### config.mk
export PLATFORM = sky130hd
export DESIGN_NAME = checksummed_parameter_block_transfer
export DESIGN_NICKNAME = d
export VERILOG_FILES = /design/src/cpbt_pkg.sv /design/src/checksummed_parameter_block_transfer.sv /design/src/cpbt_ctrl.sv /design/src/cpbt_datapath.sv
export SDC_FILE = /design/constraint.sdc
export NUM_CORES = 1
export LEC_CHECK = 0
export BUFFER_PORTS_ARGS = -buffer_cell sky130_fd_sc_hd__clkbuf_2
export CAP_MARGIN = 20
export CORE_ASPECT_RATIO = 0.7
export CORE_UTILIZATION = 50
export CTS_BUF_LIST = sky130_fd_sc_hd__clkbuf_4 sky130_fd_sc_hd__clkbuf_8
export CTS_CLUSTER_DIAMETER = 30
export DETAILED_ROUTE_END_ITERATION = 12
export GPL_TIMING_DRIVEN = 0
export PLACE_DENSITY = 0.66
export SLEW_MARGIN = 20
export SYNTH_ARGS = -nofsm -noshare
export SYNTH_HDL_FRONTEND = slang
export SYNTH_SLANG_ARGS = --single-unit
### constraint.sdc
create_clock -name i_clk -period 10.4 [get_ports i_clk]
set_input_delay 1.56 -clock i_clk [delete_from_list [all_inputs] [get_ports i_clk]]
set_output_delay 1.56 -clock i_clk [all_outputs]
set_load 0.01 [all_outputs]
### src/cpbt_pkg.sv
// ----------------------------------------------------------------------------
// cpbt_pkg
// types and codes shared by the parameter block transfer engine
// ----------------------------------------------------------------------------
`default_nettype none

package cpbt_pkg;

    typedef enum logic [2:0] {
        OP_START = 3'd0,
        OP_BYTE  = 3'd1,
        OP_POLL  = 3'd2,
        OP_SEND  = 3'd3,
        OP_READ  = 3'd4
    } t_op;

    typedef enum logic [1:0] {
        KIND_STATUS = 2'd0,
        KIND_TX     = 2'd1,
        KIND_READ   = 2'd2
    } t_kind;

    typedef enum logic [1:0] {
        PH_IDLE    = 2'd0,
        PH_PAYLOAD = 2'd1,
        PH_SUM_HI  = 2'd2,
        PH_SUM_LO  = 2'd3
    } t_phase;

    typedef enum logic [2:0] {
        S_IDLE    = 3'd0,
        S_READ    = 3'd1,
        S_SEND    = 3'd2,
        S_SEND_HI = 3'd3,
        S_SEND_LO = 3'd4
    } t_state;

    localparam logic [7:0] ST_OK              = 8'd0;
    localparam logic [7:0] ST_PAYLOAD_TIMEOUT = 8'd1;
    localparam logic [7:0] ST_HI_TIMEOUT      = 8'd2;
    localparam logic [7:0] ST_LO_TIMEOUT      = 8'd3;
    localparam logic [7:0] ST_MISMATCH        = 8'd4;

    localparam logic [7:0] RETRY_RESET = 8'd10;

    typedef struct packed {
        logic rx_start;
        logic rx_byte;
        logic rx_poll;
        logic send_start;
        logic send_byte;
        logic send_hi;
        logic send_lo;
        logic read_start;
        logic read_load;
    } t_cmd;

    typedef struct packed {
        logic out_valid;
        logic send_last;
    } t_sts;

endpackage

`default_nettype wire

### src/checksummed_parameter_block_transfer.sv
// ----------------------------------------------------------------------------
// checksummed_parameter_block_transfer
// serial parameter block receive, commit, send and read engine
// ----------------------------------------------------------------------------
// requests enter on the s_axis channel: tuser carries the op, tdata the
// received byte and the read index. results leave on m_axis: tuser is the
// kind, tdata the value and payload fail position, tlast ends each run.
// start, byte and poll requests are handled in the cycle they are taken; a
// byte that closes a frame or a poll that times out loads one status result
// in that same cycle. a read returns its byte through the registered buffer
// read, then loads it as the result. a send holds off new requests and emits
// BLOCK_BYTES bytes at one per cycle while m_axis is not stalled, followed by
// the two checksum bytes; the single buffer read port sets that pace.
// a frame is stored in the spare bank and committed by a bank swap.
// after reset the committed block reads as zeros and retry_limit is 10.
// when m_axis stalls, the result register holds; a new request is taken only
// while that register is empty or being drained. retry_limit must be written
// via i_cfg_we / i_cfg_wdata only while idle; the block does not enforce it.
// ----------------------------------------------------------------------------
`default_nettype none

module checksummed_parameter_block_transfer #(
    parameter int BLOCK_BYTES = 32
) (
    input  wire         i_clk,
    input  wire         i_rst_n,
    input  wire         i_s_axis_tvalid,
    output logic        o_s_axis_tready,
    input  wire  [15:0] i_s_axis_tdata,   // rx_byte[7:0], read_index[12:8]
    input  wire  [2:0]  i_s_axis_tuser,   // op[2:0]
    output logic        o_m_axis_tvalid,
    input  wire         i_m_axis_tready,
    output logic [15:0] o_m_axis_tdata,   // value[7:0], fail_position[13:8]
    output logic [1:0]  o_m_axis_tuser,   // kind[1:0]
    output logic        o_m_axis_tlast,
    input  wire         i_cfg_we,
    input  wire  [7:0]  i_cfg_wdata
);
    import cpbt_pkg::*;

    t_cmd       cmd;
    t_sts       sts;
    t_kind      out_kind;
    logic [7:0] out_value;
    logic [5:0] out_pos;

    cpbt_ctrl u_ctrl (
        .i_clk      (i_clk),
        .i_rst_n    (i_rst_n),
        .i_s_tvalid (i_s_axis_tvalid),
        .o_s_tready (o_s_axis_tready),
        .i_op       (i_s_axis_tuser),
        .i_m_tready (i_m_axis_tready),
        .i_sts      (sts),
        .o_cmd      (cmd)
    );

    cpbt_datapath #(
        .BLOCK_BYTES (BLOCK_BYTES)
    ) u_datapath (
        .i_clk        (i_clk),
        .i_rst_n      (i_rst_n),
        .i_cmd        (cmd),
        .i_rx_byte    (i_s_axis_tdata[7:0]),
        .i_read_index (i_s_axis_tdata[12:8]),
        .i_cfg_we     (i_cfg_we),
        .i_cfg_wdata  (i_cfg_wdata),
        .i_m_tready   (i_m_axis_tready),
        .o_sts        (sts),
        .o_out_kind   (out_kind),
        .o_out_value  (out_value),
        .o_out_pos    (out_pos),
        .o_out_last   (o_m_axis_tlast)
    );

    assign o_m_axis_tvalid = sts.out_valid;
    assign o_m_axis_tdata  = {2'b00, out_pos, out_value};
    assign o_m_axis_tuser  = out_kind;

    // read and status results close their run
    a_single_last: assert property (@(posedge i_clk) disable iff (!i_rst_n)
        o_m_axis_tvalid && (o_m_axis_tuser != KIND_TX) |-> o_m_axis_tlast)
        else $error("status or read result without tlast");

    // a fail position only comes with a payload timeout status
    a_fail_pos: assert property (@(posedge i_clk) disable iff (!i_rst_n)
        o_m_axis_tvalid && (o_m_axis_tdata[13:8] != 6'd0)
        |-> (o_m_axis_tuser == KIND_STATUS)
            && (o_m_axis_tdata[7:0] == ST_PAYLOAD_TIMEOUT))
        else $error("fail position on a wrong result");

    // a read or send request keeps tready low in the cycle after it is taken
    a_busy: assert property (@(posedge i_clk) disable iff (!i_rst_n)
        i_s_axis_tvalid && o_s_axis_tready
        && ((i_s_axis_tuser == OP_READ) || (i_s_axis_tuser == OP_SEND))
        |=> !o_s_axis_tready)
        else $error("request taken while sequencer busy");

    // a request is never taken while an undelivered result blocks the register
    a_no_overrun: assert property (@(posedge i_clk) disable iff (!i_rst_n)
        o_m_axis_tvalid && !i_m_axis_tready |-> !o_s_axis_tready)
        else $error("request taken with result register full");

endmodule

`default_nettype wire

### src/cpbt_ctrl.sv
// ----------------------------------------------------------------------------
// cpbt_ctrl
// request decode and send/read sequencer for the transfer engine
// ----------------------------------------------------------------------------
`default_nettype none

module cpbt_ctrl (
    input  wire               i_clk,
    input  wire               i_rst_n,
    input  wire               i_s_tvalid,
    output logic              o_s_tready,
    input  wire         [2:0] i_op,
    input  wire               i_m_tready,
    input  cpbt_pkg::t_sts    i_sts,
    output cpbt_pkg::t_cmd    o_cmd
);
    import cpbt_pkg::*;

    t_state r_state;
    t_state n_state;
    logic   load_ok;
    logic   accept;

    always_ff @(posedge i_clk) begin
        if (!i_rst_n) begin
            r_state <= S_IDLE;
        end else begin
            r_state <= n_state;
        end
    end

    assign load_ok = !i_sts.out_valid || i_m_tready;
    assign accept  = i_s_tvalid && o_s_tready;

    always_comb begin
        n_state    = r_state;
        o_cmd      = '0;
        o_s_tready = 1'b0;
        case (r_state)
            S_IDLE: begin
                o_s_tready = load_ok;
                if (accept) begin
                    case (t_op'(i_op))
                        OP_START: o_cmd.rx_start = 1'b1;
                        OP_BYTE:  o_cmd.rx_byte  = 1'b1;
                        OP_POLL:  o_cmd.rx_poll  = 1'b1;
                        OP_SEND: begin
                            o_cmd.send_start = 1'b1;
                            n_state          = S_SEND;
                        end
                        OP_READ: begin
                            o_cmd.read_start = 1'b1;
                            n_state          = S_READ;
                        end
                        default: ;
                    endcase
                end
            end
            S_READ: begin
                if (load_ok) begin
                    o_cmd.read_load = 1'b1;
                    n_state         = S_IDLE;
                end
            end
            S_SEND: begin
                if (load_ok) begin
                    o_cmd.send_byte = 1'b1;
                    if (i_sts.send_last) begin
                        n_state = S_SEND_HI;
                    end
                end
            end
            S_SEND_HI: begin
                if (load_ok) begin
                    o_cmd.send_hi = 1'b1;
                    n_state       = S_SEND_LO;
                end
            end
            S_SEND_LO: begin
                if (load_ok) begin
                    o_cmd.send_lo = 1'b1;
                    n_state       = S_IDLE;
                end
            end
            default: n_state = S_IDLE;
        endcase
    end

endmodule

`default_nettype wire

### src/cpbt_datapath.sv
// ----------------------------------------------------------------------------
// cpbt_datapath
// banked block buffer, receive checksum engine and result register
// ----------------------------------------------------------------------------
`default_nettype none

module cpbt_datapath #(
    parameter int BLOCK_BYTES = 32
) (
    input  wire                i_clk,
    input  wire                i_rst_n,
    input  cpbt_pkg::t_cmd     i_cmd,
    input  wire          [7:0] i_rx_byte,
    input  wire          [4:0] i_read_index,
    input  wire                i_cfg_we,
    input  wire          [7:0] i_cfg_wdata,
    input  wire                i_m_tready,
    output cpbt_pkg::t_sts     o_sts,
    output cpbt_pkg::t_kind    o_out_kind,
    output logic         [7:0] o_out_value,
    output logic         [5:0] o_out_pos,
    output logic               o_out_last
);
    import cpbt_pkg::*;

    localparam int IW        = (BLOCK_BYTES > 1) ? $clog2(BLOCK_BYTES) : 1;
    localparam int AW        = IW + 1;
    localparam int MEM_DEPTH = 2 * (2 ** IW);
    localparam logic [5:0] BB6 = 6'(BLOCK_BYTES);

    // two banks: r_bank selects the committed one, the other takes a frame
    logic [7:0]    r_mem [0:MEM_DEPTH-1];
    logic [7:0]    r_rdata;
    logic          r_rd_ok;

    t_phase        r_phase, n_phase;
    logic [5:0]    r_cnt, n_cnt;
    logic [7:0]    r_miss, n_miss;
    logic [15:0]   r_sum, n_sum;
    logic [7:0]    r_hi, n_hi;
    logic          r_bank, n_bank;
    logic          r_cvalid, n_cvalid;
    logic [7:0]    r_retry;
    logic [15:0]   r_tx_sum;
    logic [5:0]    r_send_idx;

    logic          r_out_valid;
    t_kind         r_out_kind;
    logic [7:0]    r_out_value;
    logic [5:0]    r_out_pos;
    logic          r_out_last;

    logic [5:0]    cnt_inc;
    logic [7:0]    miss_inc;
    logic [5:0]    idx_inc;
    logic [5:0]    ri6;
    logic          fin;
    logic [7:0]    fin_code;
    logic [5:0]    fin_pos;
    logic          sh_we;
    logic          rd_en;
    logic [AW-1:0] rd_addr;
    logic [7:0]    rd_val;
    logic          out_load;
    t_kind         ld_kind;
    logic [7:0]    ld_value;
    logic [5:0]    ld_pos;
    logic          ld_last;

    assign cnt_inc  = r_cnt + 6'd1;
    assign miss_inc = r_miss + 8'd1;
    assign idx_inc  = r_send_idx + 6'd1;
    assign ri6      = {1'b0, i_read_index};
    assign rd_val   = (r_cvalid && r_rd_ok) ? r_rdata : 8'd0;

    // receive protocol
    always_comb begin
        n_phase  = r_phase;
        n_cnt    = r_cnt;
        n_miss   = r_miss;
        n_sum    = r_sum;
        n_hi     = r_hi;
        n_bank   = r_bank;
        n_cvalid = r_cvalid;
        fin      = 1'b0;
        fin_code = ST_OK;
        fin_pos  = 6'd0;
        sh_we    = 1'b0;
        if (i_cmd.rx_start) begin
            n_phase = PH_PAYLOAD;
            n_cnt   = 6'd0;
            n_miss  = 8'd0;
            n_sum   = 16'd0;
            n_hi    = 8'd0;
        end else if (i_cmd.rx_byte) begin
            case (r_phase)
                PH_PAYLOAD: begin
                    sh_we  = 1'b1;
                    n_sum  = r_sum + {8'd0, i_rx_byte};
                    n_cnt  = cnt_inc;
                    n_miss = 8'd0;
                    if (cnt_inc >= BB6) begin
                        n_phase = PH_SUM_HI;
                    end
                end
                PH_SUM_HI: begin
                    n_hi    = i_rx_byte;
                    n_miss  = 8'd0;
                    n_phase = PH_SUM_LO;
                end
                PH_SUM_LO: begin
                    fin = 1'b1;
                    if ({r_hi, i_rx_byte} == r_sum) begin
                        fin_code = ST_OK;
                        n_bank   = ~r_bank;
                        n_cvalid = 1'b1;
                    end else begin
                        fin_code = ST_MISMATCH;
                    end
                end
                default: ;
            endcase
        end else if (i_cmd.rx_poll && (r_phase != PH_IDLE)) begin
            n_miss = miss_inc;
            if (miss_inc >= r_retry) begin
                fin = 1'b1;
                case (r_phase)
                    PH_PAYLOAD: begin
                        fin_code = ST_PAYLOAD_TIMEOUT;
                        fin_pos  = cnt_inc;
                    end
                    PH_SUM_HI: fin_code = ST_HI_TIMEOUT;
                    default:   fin_code = ST_LO_TIMEOUT;
                endcase
            end
        end
        if (fin) begin
            n_phase = PH_IDLE;
            n_miss  = 8'd0;
        end
    end

    // committed bank read port
    always_comb begin
        rd_en   = i_cmd.read_start || i_cmd.send_start
                  || (i_cmd.send_byte && !o_sts.send_last);
        rd_addr = {r_bank, idx_inc[IW-1:0]};
        if (i_cmd.read_start) begin
            rd_addr = {r_bank, ri6[IW-1:0]};
        end else if (i_cmd.send_start) begin
            rd_addr = {r_bank, {IW{1'b0}}};
        end
    end

    always_ff @(posedge i_clk) begin
        if (sh_we) begin
            r_mem[{~r_bank, r_cnt[IW-1:0]}] <= i_rx_byte;
        end
        if (rd_en) begin
            r_rdata <= r_mem[rd_addr];
            r_rd_ok <= i_cmd.read_start ? (ri6 < BB6) : 1'b1;
        end
    end

    // result selection
    always_comb begin
        out_load = fin || i_cmd.send_byte || i_cmd.send_hi || i_cmd.send_lo
                   || i_cmd.read_load;
        ld_kind  = KIND_TX;
        ld_value = rd_val;
        ld_pos   = 6'd0;
        ld_last  = 1'b0;
        if (fin) begin
            ld_kind  = KIND_STATUS;
            ld_value = fin_code;
            ld_pos   = fin_pos;
            ld_last  = 1'b1;
        end else if (i_cmd.send_hi) begin
            ld_value = r_tx_sum[15:8];
        end else if (i_cmd.send_lo) begin
            ld_value = r_tx_sum[7:0];
            ld_last  = 1'b1;
        end else if (i_cmd.read_load) begin
            ld_kind = KIND_READ;
            ld_last = 1'b1;
        end
    end

    always_ff @(posedge i_clk) begin
        if (!i_rst_n) begin
            r_phase     <= PH_IDLE;
            r_cnt       <= 6'd0;
            r_miss      <= 8'd0;
            r_sum       <= 16'd0;
            r_hi        <= 8'd0;
            r_bank      <= 1'b0;
            r_cvalid    <= 1'b0;
            r_retry     <= RETRY_RESET;
            r_out_valid <= 1'b0;
        end else begin
            r_phase  <= n_phase;
            r_cnt    <= n_cnt;
            r_miss   <= n_miss;
            r_sum    <= n_sum;
            r_hi     <= n_hi;
            r_bank   <= n_bank;
            r_cvalid <= n_cvalid;
            if (i_cfg_we) begin
                r_retry <= i_cfg_wdata;
            end
            if (out_load) begin
                r_out_valid <= 1'b1;
            end else if (i_m_tready) begin
                r_out_valid <= 1'b0;
            end
        end
    end

    always_ff @(posedge i_clk) begin
        if (i_cmd.send_start) begin
            r_tx_sum   <= 16'd0;
            r_send_idx <= 6'd0;
        end else if (i_cmd.send_byte) begin
            r_tx_sum   <= r_tx_sum + {8'd0, rd_val};
            r_send_idx <= idx_inc;
        end
        if (out_load) begin
            r_out_kind  <= ld_kind;
            r_out_value <= ld_value;
            r_out_pos   <= ld_pos;
            r_out_last  <= ld_last;
        end
    end

    assign o_sts.out_valid = r_out_valid;
    assign o_sts.send_last = (r_send_idx == (BB6 - 6'd1));
    assign o_out_kind      = r_out_kind;
    assign o_out_value     = r_out_value;
    assign o_out_pos       = r_out_pos;
    assign o_out_last      = r_out_last;

endmodule

`default_nettype wire

---- Word-level counts from Yosys, hierarchy flattened ----
Memory sizes are Yosys's and may differ from the RTL's. A register that Yosys moved wholly into a read port is not among the register bits.
Index checks and enable logic that the tools add are counted.
cells by class
  reduce and logical (&&, ||, !) cells .... 35
  add/subtract/negate cells ............... 5
  magnitude comparators ................... 3
  mux-type cells .......................... 60
  bitwise gates (word level) .............. 7
  equality and inequality tests ........... 22
operators with widths
  cell                                                                          number
  8-bit two-way mux                                                             12
  16-bit by 8-bit adder with 16-bit output                                      2
  1-bit two-way mux                                                             32
  3-bit two-way mux                                                             6
  16-bit equality test                                                          1
  6-bit by 1-bit adder with 6-bit output, second input constant                 2
  3-bit by 2-bit equality test with 1-bit output, second input constant         4
  2-bit by 1-bit inequality test with 1-bit output, second input constant       6
  3-bit case mux with 4 select lines                                            1
  5-bit two-way mux                                                             2
  2-bit nonzero test                                                            5
  8-bit by 1-bit adder with 8-bit output, second input constant                 1
  8-bit greater-or-equal comparator                                             1
  4-bit two-way mux                                                             2
  2-bit case mux with 2 select lines                                            2
  2-bit OR reduction                                                            4
  1-bit logical OR                                                              7
  1-bit NOT                                                                     7
  3-bit by 1-bit equality test with 1-bit output, second input constant         2
  3-bit equality test, second input constant                                    2
  6-bit by 5-bit equality test with 1-bit output, second input constant         1
  6-bit greater-or-equal comparator, second input constant                      1
  3-bit zero test                                                               2
  5-bit by 6-bit less-than comparator with 1-bit output, second input constant  1
  16 further kinds                                                              26
storage, ports and cells
  word-level logic and storage cells ...... 152
  memory bits (writable) .................. 512
  input port bits ......................... 32
  bits in registers ....................... 94
  memories ................................ 1
memories
  memory            words  bits a word  read ports  clocked after Yosys merged registers in  wr ports  line                 text
  u_datapath.r_mem  64     8            1           1                                        1         cpbt_datapath.sv:32  logic [7:0] r_mem [0:MEM_DEPTH-1];

---- Depth between registers and ports, before layout ----
  depth in word-level cells ............... 15
  depth in mapped cells ................... 14
  gate-level depth less buffers ........... 14

---- Modules after synthesis ----
Synthesis repeated with hierarchy kept, for this count alone.
unflattened totals
  cell total of the unflattened synthesis .. 2092
  area total of the unflattened synthesis .. 26397.8 um^2
by module, submodules not included
  module                                instances  cells each  area each (um^2)
  cpbt_datapath                         1          2052        26085.0
  cpbt_ctrl                             1          37          294.0
  checksummed_parameter_block_transfer  1          3           18.8

---- Worst setup path before layout ----
Ideal clock, no wire load.
  kind .................................... input-to-reg
  start ................................... in i_s_axis_tvalid
  end ..................................... mem u_datapath.r_mem[7][0], enable pin
  setup slack ............................. 5863 ps
  setup time .............................. 395 ps
  buffers on the path ..................... 2
  arrival time ............................ 4143 ps
  required time ........................... 10005 ps
  stages .................................. 7
  path through ............................ or3b_4 > or4_1 > nor3b_2 > nand2_1 > clkbuf_1 > clkbuf_1 > nor4_1
between the ends
  longest elaborated chain between the ends .. 7
ends and longest elaborated chain
  item                                         line                                        text
  start: declaration                           checksummed_parameter_block_transfer.sv:27  input wire i_s_axis_tvalid,
  1-bit logical AND (*)                        cpbt_ctrl.sv:33                             assign accept = i_s_tvalid && o_s_tready;
  4-bit two-way mux (*)                        cpbt_ctrl.sv:42                             if (accept) begin
  4-bit two-way mux (*)                        cpbt_ctrl.sv:39                             case (r_state)
  1-bit two-way mux                            cpbt_datapath.sv:95                         end else if (i_cmd.rx_byte) begin
  1-bit two-way mux (*)                        cpbt_datapath.sv:89                         if (i_cmd.rx_start) begin
  1-bit two-way mux (*)                        cpbt_datapath.sv:156                        if (sh_we) begin
  1-bit two-way mux (implied by the code) (*)  cpbt_datapath.sv:157                        r_mem[{~r_bank, r_cnt[IW-1:0]}] <= i_rx_byte;
  end: declaration                             cpbt_datapath.sv:32
Mark *: on every way between the ends. The rest lies on a longest branch, timed or not.

---- Worst setup path after layout ----
  start ................................... in i_s_axis_tuser[1]
  end ..................................... reg u_datapath.r_rdata[0] (read register of u_datapath.r_mem) (data pin)
between the ends
  longest elaborated chain between the ends .. 6
ends and longest elaborated chain
  item                                                                                   line                                        text
  start: declaration                                                                     checksummed_parameter_block_transfer.sv:30  input wire [2:0] i_s_axis_tuser,
  3-bit by 2-bit equality test with 1-bit output or 3-bit equality test (tied branches)  cpbt_ctrl.sv:43                             case (t_op'(i_op))
  1-bit two-way mux                                                                      cpbt_ctrl.sv:43
  4-bit two-way mux or 1-bit two-way mux (tied branches)                                 cpbt_ctrl.sv:42
  4-bit two-way mux or 1-bit two-way mux (tied branches)                                 cpbt_ctrl.sv:39
  5-bit two-way mux or 1-bit logical OR (tied branches)                                  cpbt_datapath.sv:150, cpbt_datapath.sv:145
  5-bit two-way mux or 1-bit logical OR (tied branches)                                  cpbt_datapath.sv:148, cpbt_datapath.sv:146
  end: declaration                                                                       cpbt_datapath.sv:33                         logic [7:0] r_rdata;
Parallel ways exist; a longest one is shown, timed or not.
A chain may end at the register's enable or synchronous reset.

==> results.yml <==
grt:
  grt_pass1_vias: 16600
  grt.overflow.total: 0
  grt_first_pass_wirelength_um: 108000
  grt_max_degree: 67
  antenna_found_initial: 1
  track_usage_pct: 28.4
die:
  initial_core_util_pct: 50.8
  io_pins: 53
  core_um2: 50900
  fp.dieH_um: 192
  rows: 69
  fp.dieW_um: 274
  die-area_um2: 52700
timing:
  finalHoldViolations: 0
  setup-violations-final: 0
  tns_ns: 0
  tightestPinTransition_ns: 1.24
  setup_slack_ns: 5.13
  rsz0062_at_grt: "false"
  slew_viol_final: 0
  finalCriticalPeriod_ns: 5.27
  period_share_pct: 50.7
  skew_ns: 0.0264
  fmax_ghz: 0.190
  slew_headroom_pct: 16.2
yosys:
  synth-compound-area-share_pct: 10.2
  synth-edff-count: 537
  synthAdderAreaFrac_pct: 1.75
  async_flop_share_pct: 0
  ys_warn_count: 0
  synthMuxAreaShare_pct: 3.79
  synthSimpleGateAreaFrac_pct: 11.6
  synth-seq-cells: 613
  synth_area_per_cell_um2: 12.8
  synth_area_um2: 25900
  seq_area_frac_synth_pct: 68.2
  synth_top_family_by_area: "simple AND/OR/NAND/NOR gates"
  syn_inst: 2021
  synth_cell_types: 66
  synth_flop_cell: "edfxtp_1"
  synth_xor_area_share_pct: 1.59
clock_tree:
  clkSlewWorstSetupHoldPaths_ns: 0.06
  post_cts_buffers: 0
  cts_sinks: 613
  h-tree-depth: 3
  cts_buffer_depth: 3
  postCtsHoldBufs: 0
  clk_latency_ns: 0.69
  clock-root-buffer: "clkbuf_8"
  numCtsBuffers: 104
  cts_tree: "done"
  cts-resized-gates: 0
place:
  hpwlAfterDp_um: 51900
  pre_cts_ws_ns: 4.82
  io_buffer_count: 45
  gp_congestion: 0.994
layout:
  register_area_um2: 17600
  antenna_cells: 0
  nFillCells: 4017
  mostFrequentLayoutCell: "edfxtp_1"
  final_cell_mix: "edfxtp_1 (537), nand2_1 (344), a21oi_1 (178)"
  layout.nets: 2250
  syn2layout_area_growth_pct: 14.3
  multi_input_area_um2: 7520
  drive_above_1_share_pct: 13.6
power_and_ir_drop:
  ir_drop_mv: 0.188
  seq_power_share_pct: 36.3
  leakage_uw: 0.0104
  power.internal_uw: 4860
  p_sw_uw: 2640
  swShare_pct: 35.2
  comb_power_share_pct: 30.1
  clockPowerShare_pct: 33.5
  power.density_nw_per_um2: 254
critical_path:
  cp_num_buf_inv: 3
  start_kind: "primary input"
  crit_fanout: 10
  crit_chain: "buf_2 > or3b_4 > a2111o_1 > a22oi_1 > buf_2 > buf_1 > nand3_1 > a31oi_1 > nor4bb_1 > nor3b_2"
  reg2regPathDepth: 10
  timing.rr.end: "u_datapath.r_rdata[0]"
  path_class: "primary input to flop"
  r2r_setup_slack_ns: 5.90
  crit_path_end_kind: "flop"
  worstPathArrival_ns: 5.64
  critPathSlowestCell: "nor4bb_1"
  slowest_delay_ns: 1.06
  critPathTopFamily: "simple AND/OR/NAND/NOR gates"
  r2r_start: "u_datapath.r_out_valid"
  required_ns: 10.77
  crit_top_cell: "buf_2"
route:
  dr.pass1.iters: 9
  drc_errors: 0
  ant_nets: 0
  routed_wl_um: 74800
  num_vias: 18100
  first_iter_violations: 2663
  vias_per_cell: 6.14
  wl_per_cell_um: 25.4
min_path:
  min_to: "u_datapath.r_sum[3]"
  min_from: "u_datapath.r_sum[3]"
  holdPathStages: 2
  hold_class: "flop to flop"
run_status:
  status: "finished clean"
job:
  drv_cap: 0
[cells in the mapped netlist, types with 4 or more instances]
cell type,count,area [um2]
o21ai_1,6,30.0
nor2_1,123,462
buf_6,7,78.8
nor4_1,14,87.6
or3_1,8,50.1
clkbuf_1,67,251
a221o_1,6,60.1
dfxtp_1,76,1520
ha_1,33,413
nand4_1,7,43.8
and2_1,11,68.8
o211ai_1,5,37.5
a32o_1,9,90.1
a311oi_1,8,70.1
nand3b_1,4,30.0
nor2b_1,17,106
a211oi_1,9,67.6
a21o_1,9,67.6
inv_1,29,109
nor3b_2,7,87.6
a221oi_1,62,543
mux2i_1,98,981
nor3_1,15,75.1
and3_1,10,62.6
nor3b_1,4,30.0
buf_1,6,22.5
nand2b_1,7,43.8
xnor2_1,30,263
o31ai_1,5,37.5
a31oi_1,27,169
a21boi_0,5,37.5
nand2_1,344,1290
buf_2,35,175
o21ai_0,27,135
buf_4,13,97.6
a22oi_1,29,218
edfxtp_1,537,16100
xor2_1,17,149
a21oi_1,178,891
nand3_1,79,395
nor4bb_1,6,60.1
[routing by layer]
layer	routed length (um)	GRT usage [%]
met4	1800	7.67
met5	0	0
met3	10400	9.44
met2	30500	38.6
met1	32100	43.2
[power by group through the flow]
stage	clock [uW]	combinational [uW]	sequential [uW]
2_1_floorplan	0	1260	2770
3_3_place_gp	0	2110	2780
3_5_place_dp	0	2140	2780
4_1_cts	2530	2160	2720
5_1_grt	2640	2340	2730
6_report	2520	2260	2730
[worst max path at each step]
stage / startpoint / end / depth (start not counted)
floorplan: i_s_axis_tvalid / u_datapath.r_mem[7][0] / 7
global placement: i_s_axis_tvalid / u_datapath.r_mem[7][2] / 8
detailed placement: i_s_axis_tuser[1] / u_datapath.r_rdata[1] / 10
CTS: i_s_axis_tuser[1] / u_datapath.r_rdata[1] / 10
global route: i_m_axis_tready / u_datapath.r_mem[58][0] / 10
finish: i_s_axis_tuser[1] / u_datapath.r_rdata[0] / 10
[area by class of cell]
class | instances | area share, %
Clock buffer | 133 | 5.72
Tap cell | 674 | 2.85
Timing Repair Buffer | 55 | 1.38
Clock inverter | 56 | 2.50
Sequential cell | 613 | 59.7
Buffer | 128 | 2.11
Inverter | 29 | 0.368
Multi-Input combinational cell | 1252 | 25.4
[worst min-delay path, cell delays in order (launching register included)]
cell and delay (ns):
dfxtp_1 0.31, nand2_1 0.05, a21oi_1 0.05
[flip-flops by register name, indices dropped and copies added, names as in the netlist, 2 cells and up]
register / count
u_datapath.r_rdata: 8
u_datapath.r_mem: 512
u_datapath.r_send_idx: 6
u_datapath.r_phase: 2
u_datapath.r_tx_sum: 16
u_ctrl.r_state: 3
u_datapath.r_miss: 8
u_datapath.r_cnt: 6
u_datapath.r_sum: 16
u_datapath.r_retry: 8
u_datapath.r_hi: 8
u_datapath.o_out_pos: 6
u_datapath.o_out_value: 8
u_datapath.o_out_kind: 2
[per-stage QoR]
step	util, %	instance area (um2)	std cells	hold slack [ns]	total power [uW]
after detailed placement	53.3	27100	2750	0.452	4920
after global placement	52.9	26900	2741	0.441	4880
final	58.1	29600	2940	0.461	7500
after global routing	58.1	29600	2940	0.481	7700
after CTS	58.0	29600	2939	0.463	7410
after floorplan	-	25900	2022	0.436	4030
[logic make-up after synthesis]
logic type	count (synthesis)
AND/OR/NAND/NOR	667
flip-flops	613
AO/OA/AOI/OAI	403
buffers and inverters	157
multiplexers	98
XOR/XNOR	47
adder cells (fa/ha/maj)	35
other	1
Note: power is estimated with default switching activity, not from simulation.
